<file path="config.mk">
export PLATFORM = sky130hd
export DESIGN_NAME = lru_frame_replacer
export DESIGN_NICKNAME = d
export VERILOG_FILES = /design/src/design/lfr_pkg.sv /design/src/design/lfr_cell.sv /design/src/design/lru_frame_replacer.sv
export SDC_FILE = /design/constraint.sdc
export NUM_CORES = 1
export LEC_CHECK = 0
export BUFFER_PORTS_ARGS = -buffer_cell sky130_fd_sc_hd__buf_2
export CORE_ASPECT_RATIO = 1.5
export CORE_MARGIN = 3
export CORE_UTILIZATION = 50
export DETAILED_ROUTE_END_ITERATION = 8
export GPL_TIMING_DRIVEN = 0
export PLACE_DENSITY = 0.69
export SLEW_MARGIN = 20
export SYNTH_ARGS = -nofsm -noshare
export SYNTH_HDL_FRONTEND = slang
export SYNTH_SLANG_ARGS = --single-unit
export TNS_END_PERCENT = 50
</file>
<file path="constraint.sdc">
create_clock -name clk -period 5.4 [get_ports clk]
set_input_delay 0 -clock clk [delete_from_list [all_inputs] [get_ports clk]]
set_output_delay 0 -clock clk [all_outputs]
set_load 0.005 [all_outputs]
</file>
<file path="src/design/lfr_pkg.sv">
// ----------------------------------------------------------------------------
// lfr_pkg: shared definitions for the LRU frame replacer
// Sizes, request codes and the control bundle that drives the cell row.
// ----------------------------------------------------------------------------
package lfr_pkg;

  localparam int MAX_ENTRIES = 16;
  localparam int FRAME_BITS  = 8;
  localparam int CNT_BITS    = $clog2(MAX_ENTRIES + 1);
  localparam int CAP_BITS    = 5;
  localparam int OP_BITS     = 2;

  typedef enum logic [OP_BITS-1:0] {
    OP_VICTIM = 2'd0,
    OP_PIN    = 2'd1,
    OP_UNPIN  = 2'd2,
    OP_NONE   = 2'd3
  } op_t;

  // Broadcast to every cell while a request is being executed.
  typedef struct packed {
    logic                  en;
    logic                  shift_all;  // remove the oldest entry
    logic                  shift_hit;  // remove the matching entry
    logic                  insert;     // append key at the first free cell
    logic [FRAME_BITS-1:0] key;
  } cell_ctrl_t;

endpackage

</file>
<file path="src/design/lfr_cell.sv">
// ----------------------------------------------------------------------------
// lfr_cell: one position of the recency list
// Holds a frame and its valid bit, compares against the key, and either keeps
// its entry, takes its upper neighbor's entry on a removal, or loads the key.
// ----------------------------------------------------------------------------
module lfr_cell (
  input  logic                           clk,
  input  logic                           rst_n,
  input  lfr_pkg::cell_ctrl_t            ctrl,
  input  logic                           hit_in,
  output logic                           hit_out,
  input  logic                           prev_valid_in,
  output logic                           valid_sh_out,
  input  logic                           nb_valid,
  input  logic [lfr_pkg::FRAME_BITS-1:0] nb_frame,
  output logic                           valid_o,
  output logic [lfr_pkg::FRAME_BITS-1:0] frame_o
);
  import lfr_pkg::*;

  logic                  valid_r;
  logic                  valid_nxt;
  logic [FRAME_BITS-1:0] frame_r;
  logic [FRAME_BITS-1:0] frame_nxt;
  logic                  hit;
  logic                  shift;
  logic                  valid_sh;
  logic [FRAME_BITS-1:0] frame_sh;
  logic                  load;

  assign hit     = valid_r && (frame_r == ctrl.key);
  assign hit_out = hit_in | hit;

  // A removal at this position or below pulls the upper neighbor down.
  assign shift    = ctrl.shift_all | (ctrl.shift_hit & hit_out);
  assign valid_sh = shift ? nb_valid : valid_r;
  assign frame_sh = shift ? nb_frame : frame_r;
  assign valid_sh_out = valid_sh;

  // Valid entries are contiguous, so the first free cell has a valid lower one.
  assign load = ctrl.insert & prev_valid_in & ~valid_sh;

  always_comb begin
    valid_nxt = valid_r;
    frame_nxt = frame_r;
    if (ctrl.en) begin
      valid_nxt = valid_sh | load;
      frame_nxt = load ? ctrl.key : frame_sh;
    end
  end

  always_ff @(posedge clk) begin
    if (!rst_n) begin
      valid_r <= 1'b0;
    end else begin
      valid_r <= valid_nxt;
    end
    frame_r <= frame_nxt;
  end

  assign valid_o = valid_r;
  assign frame_o = frame_r;

endmodule

</file>
<file path="src/design/lru_frame_replacer.sv">
// ----------------------------------------------------------------------------
// lru_frame_replacer: LRU replacement list for a buffer pool
// A row of cells holds the frames oldest first; one request per pass.
// ----------------------------------------------------------------------------
// A request is registered when start is seen while idle, then executed against the
// cell row with busy high; the result strobe and result fields are registered
// from that execution. Start is ignored while busy is high.
// Reset: synchronous, active low; the list comes up empty, capacity is 16.
// Results cannot be stalled by the receiver.
module lru_frame_replacer (
  input  logic                           clk,
  input  logic                           rst_n,
  input  logic                           start,
  output logic                           busy,
  input  logic [lfr_pkg::OP_BITS-1:0]    in_op,
  input  logic [lfr_pkg::FRAME_BITS-1:0] in_frame_id,
  input  logic                           cfg_valid,
  output logic                           cfg_ready,
  input  logic [lfr_pkg::CAP_BITS-1:0]   cfg_data,
  output logic                           out_strobe,
  output logic                           out_victim_valid,
  output logic [lfr_pkg::FRAME_BITS-1:0] out_victim_frame,
  output logic                           out_dropped,
  output logic [lfr_pkg::FRAME_BITS-1:0] out_dropped_frame,
  output logic [lfr_pkg::CNT_BITS-1:0]   out_count
);
  import lfr_pkg::*;

  logic                  pend_r;
  logic [OP_BITS-1:0]    op_r;
  logic [FRAME_BITS-1:0] key_r;
  logic [CAP_BITS-1:0]   cap_r;
  logic [CNT_BITS-1:0]   count_r;
  logic [CNT_BITS-1:0]   count_nxt;

  logic                  strobe_r;
  logic                  vvalid_r;
  logic [FRAME_BITS-1:0] vframe_r;
  logic                  drop_r;
  logic [FRAME_BITS-1:0] dframe_r;

  logic [CNT_BITS-1:0]   eff_cap;
  logic                  found;
  logic                  nonempty;
  logic                  full;
  logic                  vvalid_nxt;
  logic                  drop_nxt;
  cell_ctrl_t            ctrl;

  logic [MAX_ENTRIES:0]   hit_chain;
  logic [MAX_ENTRIES:0]   vsh_chain;
  logic [MAX_ENTRIES-1:0] cell_valid;
  logic [FRAME_BITS-1:0]  cell_frame [MAX_ENTRIES];

  assign busy      = pend_r;
  assign cfg_ready = 1'b1;

  always_comb begin
    if (cap_r == '0) begin
      eff_cap = CNT_BITS'(1);
    end else if (int'(cap_r) > MAX_ENTRIES) begin
      eff_cap = CNT_BITS'(MAX_ENTRIES);
    end else begin
      eff_cap = CNT_BITS'(cap_r);
    end
  end

  assign found    = hit_chain[MAX_ENTRIES];
  assign nonempty = (count_r != '0);
  assign full     = (count_r >= eff_cap) && nonempty;

  always_comb begin
    ctrl       = '0;
    ctrl.en    = pend_r;
    ctrl.key   = key_r;
    vvalid_nxt = 1'b0;
    drop_nxt   = 1'b0;
    count_nxt  = count_r;
    unique case (op_r)
      OP_VICTIM: begin
        vvalid_nxt     = nonempty;
        ctrl.shift_all = nonempty;
        count_nxt      = count_r - CNT_BITS'(nonempty);
      end
      OP_PIN: begin
        ctrl.shift_hit = 1'b1;
        count_nxt      = count_r - CNT_BITS'(found);
      end
      OP_UNPIN: begin
        if (!found) begin
          drop_nxt       = full;
          ctrl.shift_all = full;
          ctrl.insert    = 1'b1;
          count_nxt      = count_r - CNT_BITS'(full) + CNT_BITS'(1);
        end
      end
      default: begin
      end
    endcase
  end

  assign hit_chain[0] = 1'b0;
  assign vsh_chain[0] = 1'b1;

  for (genvar i = 0; i < MAX_ENTRIES; i++) begin : g_cell
    logic                  nb_valid;
    logic [FRAME_BITS-1:0] nb_frame;
    if (i == MAX_ENTRIES - 1) begin : g_top
      assign nb_valid = 1'b0;
      assign nb_frame = '0;
    end else begin : g_mid
      assign nb_valid = cell_valid[i+1];
      assign nb_frame = cell_frame[i+1];
    end
    lfr_cell u_cell (
      .clk          (clk),
      .rst_n        (rst_n),
      .ctrl         (ctrl),
      .hit_in       (hit_chain[i]),
      .hit_out      (hit_chain[i+1]),
      .prev_valid_in(vsh_chain[i]),
      .valid_sh_out (vsh_chain[i+1]),
      .nb_valid     (nb_valid),
      .nb_frame     (nb_frame),
      .valid_o      (cell_valid[i]),
      .frame_o      (cell_frame[i])
    );
  end

  always_ff @(posedge clk) begin
    if (!rst_n) begin
      pend_r   <= 1'b0;
      strobe_r <= 1'b0;
      count_r  <= '0;
      cap_r    <= CAP_BITS'(16);
    end else begin
      strobe_r <= pend_r;
      if (start && !pend_r) begin
        pend_r <= 1'b1;
      end else begin
        pend_r <= 1'b0;
      end
      if (pend_r) begin
        count_r <= count_nxt;
      end
      if (cfg_valid && cfg_ready) begin
        cap_r <= cfg_data;
      end
    end
    if (start && !pend_r) begin
      op_r  <= in_op;
      key_r <= in_frame_id;
    end
    if (pend_r) begin
      vvalid_r <= vvalid_nxt;
      vframe_r <= vvalid_nxt ? cell_frame[0] : '0;
      drop_r   <= drop_nxt;
      dframe_r <= drop_nxt ? cell_frame[0] : '0;
    end
  end

  assign out_strobe        = strobe_r;
  assign out_victim_valid  = vvalid_r;
  assign out_victim_frame  = vframe_r;
  assign out_dropped       = drop_r;
  assign out_dropped_frame = dframe_r;
  assign out_count         = count_r;

  // The valid bits of the row always mirror the entry count.
  a_count_matches: assert property (@(posedge clk) disable iff (!rst_n)
    $countones(cell_valid) == int'(count_r))
    else $error("cell valid bits disagree with entry count");

  // Every executed request yields exactly one result in the next cycle.
  a_one_result: assert property (@(posedge clk) disable iff (!rst_n)
    pend_r |=> strobe_r && !pend_r)
    else $error("executed request did not produce a result");

  // A victim and a drop never come from the same transaction.
  a_excl_flags: assert property (@(posedge clk) disable iff (!rst_n)
    out_strobe |-> !(out_victim_valid && out_dropped))
    else $error("victim and drop flagged together");

  a_count_bound: assert property (@(posedge clk) disable iff (!rst_n)
    int'(count_r) <= MAX_ENTRIES)
    else $error("entry count above list depth");

endmodule

</file>
==> metrics.md <==
| Metric | Value |
|---|---|
| Share of power burned in registers | 50.0% |
| Clock buffer depth | 2 |
| Synth Register Bits | 184 |
| Pint | 2.40 mW |
| Max-cap violations | 0 |
| Largest net degree at the start of global routing | 21 |
| Critical setup path kind | flip-flop to flip-flop |
| Relative slew slack | 35.8% |
| PnR worst setup slack | 0.541 ns |
| Synth unique cells | 62 |
| Yosys warns | 0 |
| H-tree Lvls | 4 |
| Yosys top cell area share | 45.1% |
| Die H | 182 um |
| Final setup vio count | 0 |
| Max stage delay cell, worst path | a31oi_1 |
| Leakage | 4.03 nW |
| Hold Vio Cnt, Final | 0 |
| I/O pins | 45 |
| Placed inst area | 10900 sq um |
| CP Data Required Time | 5.47 ns |
| Clock power share | 38.6% |
| Wire length per cell | 22.3 um |
| Synth area leaders | edfxtp_1 (45%), mux2_2 (13%), xnor2_1 (7.3%) |
| CP Buf/Inv Count | 4 |
| Postcts setup bufs | 0 |
| Cell count after synthesis | 849 |
| Crit-path cells | buf_4, buf_6, xnor2_1, nand4_1, nor3_1, a41oi_1, nand4_2, nor4_2, buf_4, buf_4, nand3b_1, mux2i_1, nand3b_2, a31oi_1 |
| Final min period | 4.86 ns |
| Iteration-0 DRC Markers | 459 |
| Final Max Tran Viols | 0 |
| Input/output buffers | 42 |
| Worst setup SP type | flip-flop |
| Net Sw Frac | 25.2% |
| RSZ-0062 raised after global routing | false |
| Max VDD drop | 0.000236 V |
| First-pass GRT wire length | 41800 um |
| DP HPWL | 19900 um |
| Vias in the first global route | 7233 |
| Util after Layout | 58.0% |
| Cts bufs inserted | 17 |
| Initial Util | 51.6% |
| Syn-to-layout area delta | 12.3% |
| CTS tree | done |
| Root Driver | clkbuf_16 |
| Final hold slack | 0.0136 ns |
| Net switching power | 806 uW |
| Core area | 20100 sq um |
| Arr. time, crit path | 4.93 ns |
| Drt pass-1 iters | 5 |
| Nets | 960 |
| Asr flop ratio synth | 0% |
| Later-pin clock latency in the skew report | 0.45 ns |
| Clock skew | 0.0159 ns |
| Most common cell on crit path | buf_4 |
| Outcome | completed |
| Worst slack at placement | 0.602 ns |
| Remaining design rule violation count | 0 |
| Cell area after layout | 11700 sq um |
| Die width | 124 um |
| Synthesized Nets | 881 |
| Comb power frac | 11.4% |
| Synth Flop Type | edfxtp_1 |
| Antenna cells | 0 |
| Final period utilization | 90.0% |
| CTS clk-pin slew, worst paths | 0.07 ns |
| Tot GR Track Use | 24.9% |
| Number of synthesized flops with an enable pin | 156 |
| DR vias/cell | 5.85 |
| Tightest Hold Check Type | primary input to flip-flop |
| Post-synth design cell area | 10400 sq um |
| Fin Setup TNS | 0 ns |
| Crit path capture type | flip-flop |
| Num Clock Sinks | 184 |
| Post-Syn Area per Cell | 12.2 sq um |
| Worst-Margin Slew | 0.957 ns |
| Initial antenna violation count | 0 |
| Pwr per Cell Area | 275 nW/um^2 |
| Routed Antenna Nets | 0 |
| Routability cong. | 0.920 |
| Die area | 22600 sq um |
| Ratio of cells with drive above 1 in the final layout | 25.4% |
| CP Max Fanout | 10 |
| Num rows | 63 |
| DR vias | 7030 |
| Worst path max stage delay | 0.80 ns |
| Area leader, netlist | edfxtp_1 |
| Register area share after synthesis | 50.5% |
| Total routed wirelength | 26800 um |
| Fmax | 206 MHz |
| Worst path top cell family by delay | simple AND/OR/NAND/NOR gates |
| Grt ovf | 0 |
[cell families (layout without fill, tap and decap cells)]
| kind of cell | Yosys count | count (layout) | share of synthesized area, % |
|---|---|---|---|
| xor+xnor | 130 | 130 | 11.0 |
| buf+inv | 76 | 168 | 3.95 |
| mux | 138 | 138 | 15.0 |
| other cells | 1 | 1 | 0.0361 |
| flops | 184 | 184 | 50.5 |
| compound gates | 116 | 116 | 7.49 |
| fa+ha+maj | 13 | 13 | 1.57 |
| simple gates | 191 | 191 | 10.5 |
[worst min-delay path: cells and delay by family]
family | cells | cell delay, ns
AND/OR/NAND/NOR | 1 | 0.08
buffers and inverters | 1 | 0.18
multiplexers | 1 | 0.16
[what timing repair did]
action | 4_1_cts | 5_1_grt
endpoints found under the hold margin | 22 | 0
gates resized for setup | 0 | 0
hold buffers | 18 | 0
[registers in the layout, indices dropped and copies added, names as in the netlist]
register               flops
g_cell.u_cell.valid_o     16
key_r                      8
op_r                       2
out_victim_valid           1
out_strobe                 1
out_dropped                1
cap_r                      5
out_dropped_frame          8
g_cell.u_cell.frame_o    128
out_count                  5
out_victim_frame           8
busy                       1
[power by group through the flow]
stage | sequential, mW | clock (mW) | combinational [mW]
floorplan | 1.62 | 0 | 0.247
global placement | 1.63 | 0 | 0.345
detailed placement | 1.63 | 0 | 0.351
CTS | 1.60 | 1.25 | 0.364
global route | 1.60 | 1.30 | 0.398
finish | 1.60 | 1.24 | 0.365
[final timing paths]
| check | from | endpoint | slack [ns] | cells past startpoint |
|---|---|---|---|---|
| worst max-delay path | key_r[3]$_DFFE_PP_ | g_cell[9].u_cell.frame_o[4]$_DFFE_PP_ | 0.54 | 14 |
| worst min-delay path | cfg_valid | cap_r[2]$_SDFFE_PN0P_ | 0.01 | 3 |
| worst max register to register | key_r[3]$_DFFE_PP_ | g_cell[9].u_cell.frame_o[4]$_DFFE_PP_ | 0.54 | 14 |
| worst min register to register | g_cell[0].u_cell.valid_o$_SDFFE_PN0P_ | g_cell[0].u_cell.valid_o$_SDFFE_PN0P_ | 0.50 | 2 |
[cell usage in the layout (no fill, tap or decap), types with 17 or more instances in the layout]
master,Yosys,layout
xor2_1,44,44
dfxtp_1,28,28
a21oi_1,36,36
and2_1,18,18
inv_1,19,19
clkbuf_1,24,27
edfxtp_1,156,156
nor3_1,21,21
nand2_1,35,35
o21ai_0,22,22
dlygate4sd3_1,0,18
nand3_1,17,17
buf_2,10,52
mux2_2,121,121
xnor2_1,86,86
clkbuf_16,0,17
nor2_1,28,28
nand4_1,17,17
[area by class of cell]
class,instances,area (sq um)
Fill cell,1678,8440
Sequential cell,184,5250
Multi-Input combinational cell,589,4730
Clock buffer,20,437
Timing Repair Buffer,60,390
Buffer,55,332
Tap cell,260,325
Clock inverter,12,125
Inverter,21,78.8
[cell usage after synthesis, types with 2 or more instances]
cell	n
edfxtp_1	156
nor3_1	21
o31a_1	4
nor3b_1	2
a21o_1	6
inv_1	19
and2_1	18
buf_4	12
clkbuf_1	24
nand3b_1	8
and3_1	10
a31oi_1	6
o21bai_1	3
buf_6	9
nor2_1	28
xnor2_1	86
o21ai_0	22
a21oi_1	36
a211oi_1	7
nand4_1	17
nor2b_1	3
buf_2	10
xor2_1	44
nand2_1	35
a211o_1	2
mux2_1	2
nand2b_1	4
dfxtp_1	28
nor3b_4	2
o41ai_1	4
o21a_1	8
a41oi_1	2
ha_1	13
mux2_2	121
nor3_4	3
nor4_1	11
or3_1	4
clkinv_1	2
nand3_1	17
mux2i_1	13
o2111a_1	6
[through the flow]
stage	total power, mW	std cells
2_1_floorplan	1.87	849
3_3_place_gp	1.97	1151
3_5_place_dp	1.98	1151
4_1_cts	3.21	1201
5_1_grt	3.30	1201
6_report	3.20	1201
[metal layers]
metal  GRT usage (%)  wire length [um]
met1            28.1             10300
met4            12.3              1110
met3            4.16               938
met5               0                 0
met2            44.5             14500
(Power assumes the default switching activity.)
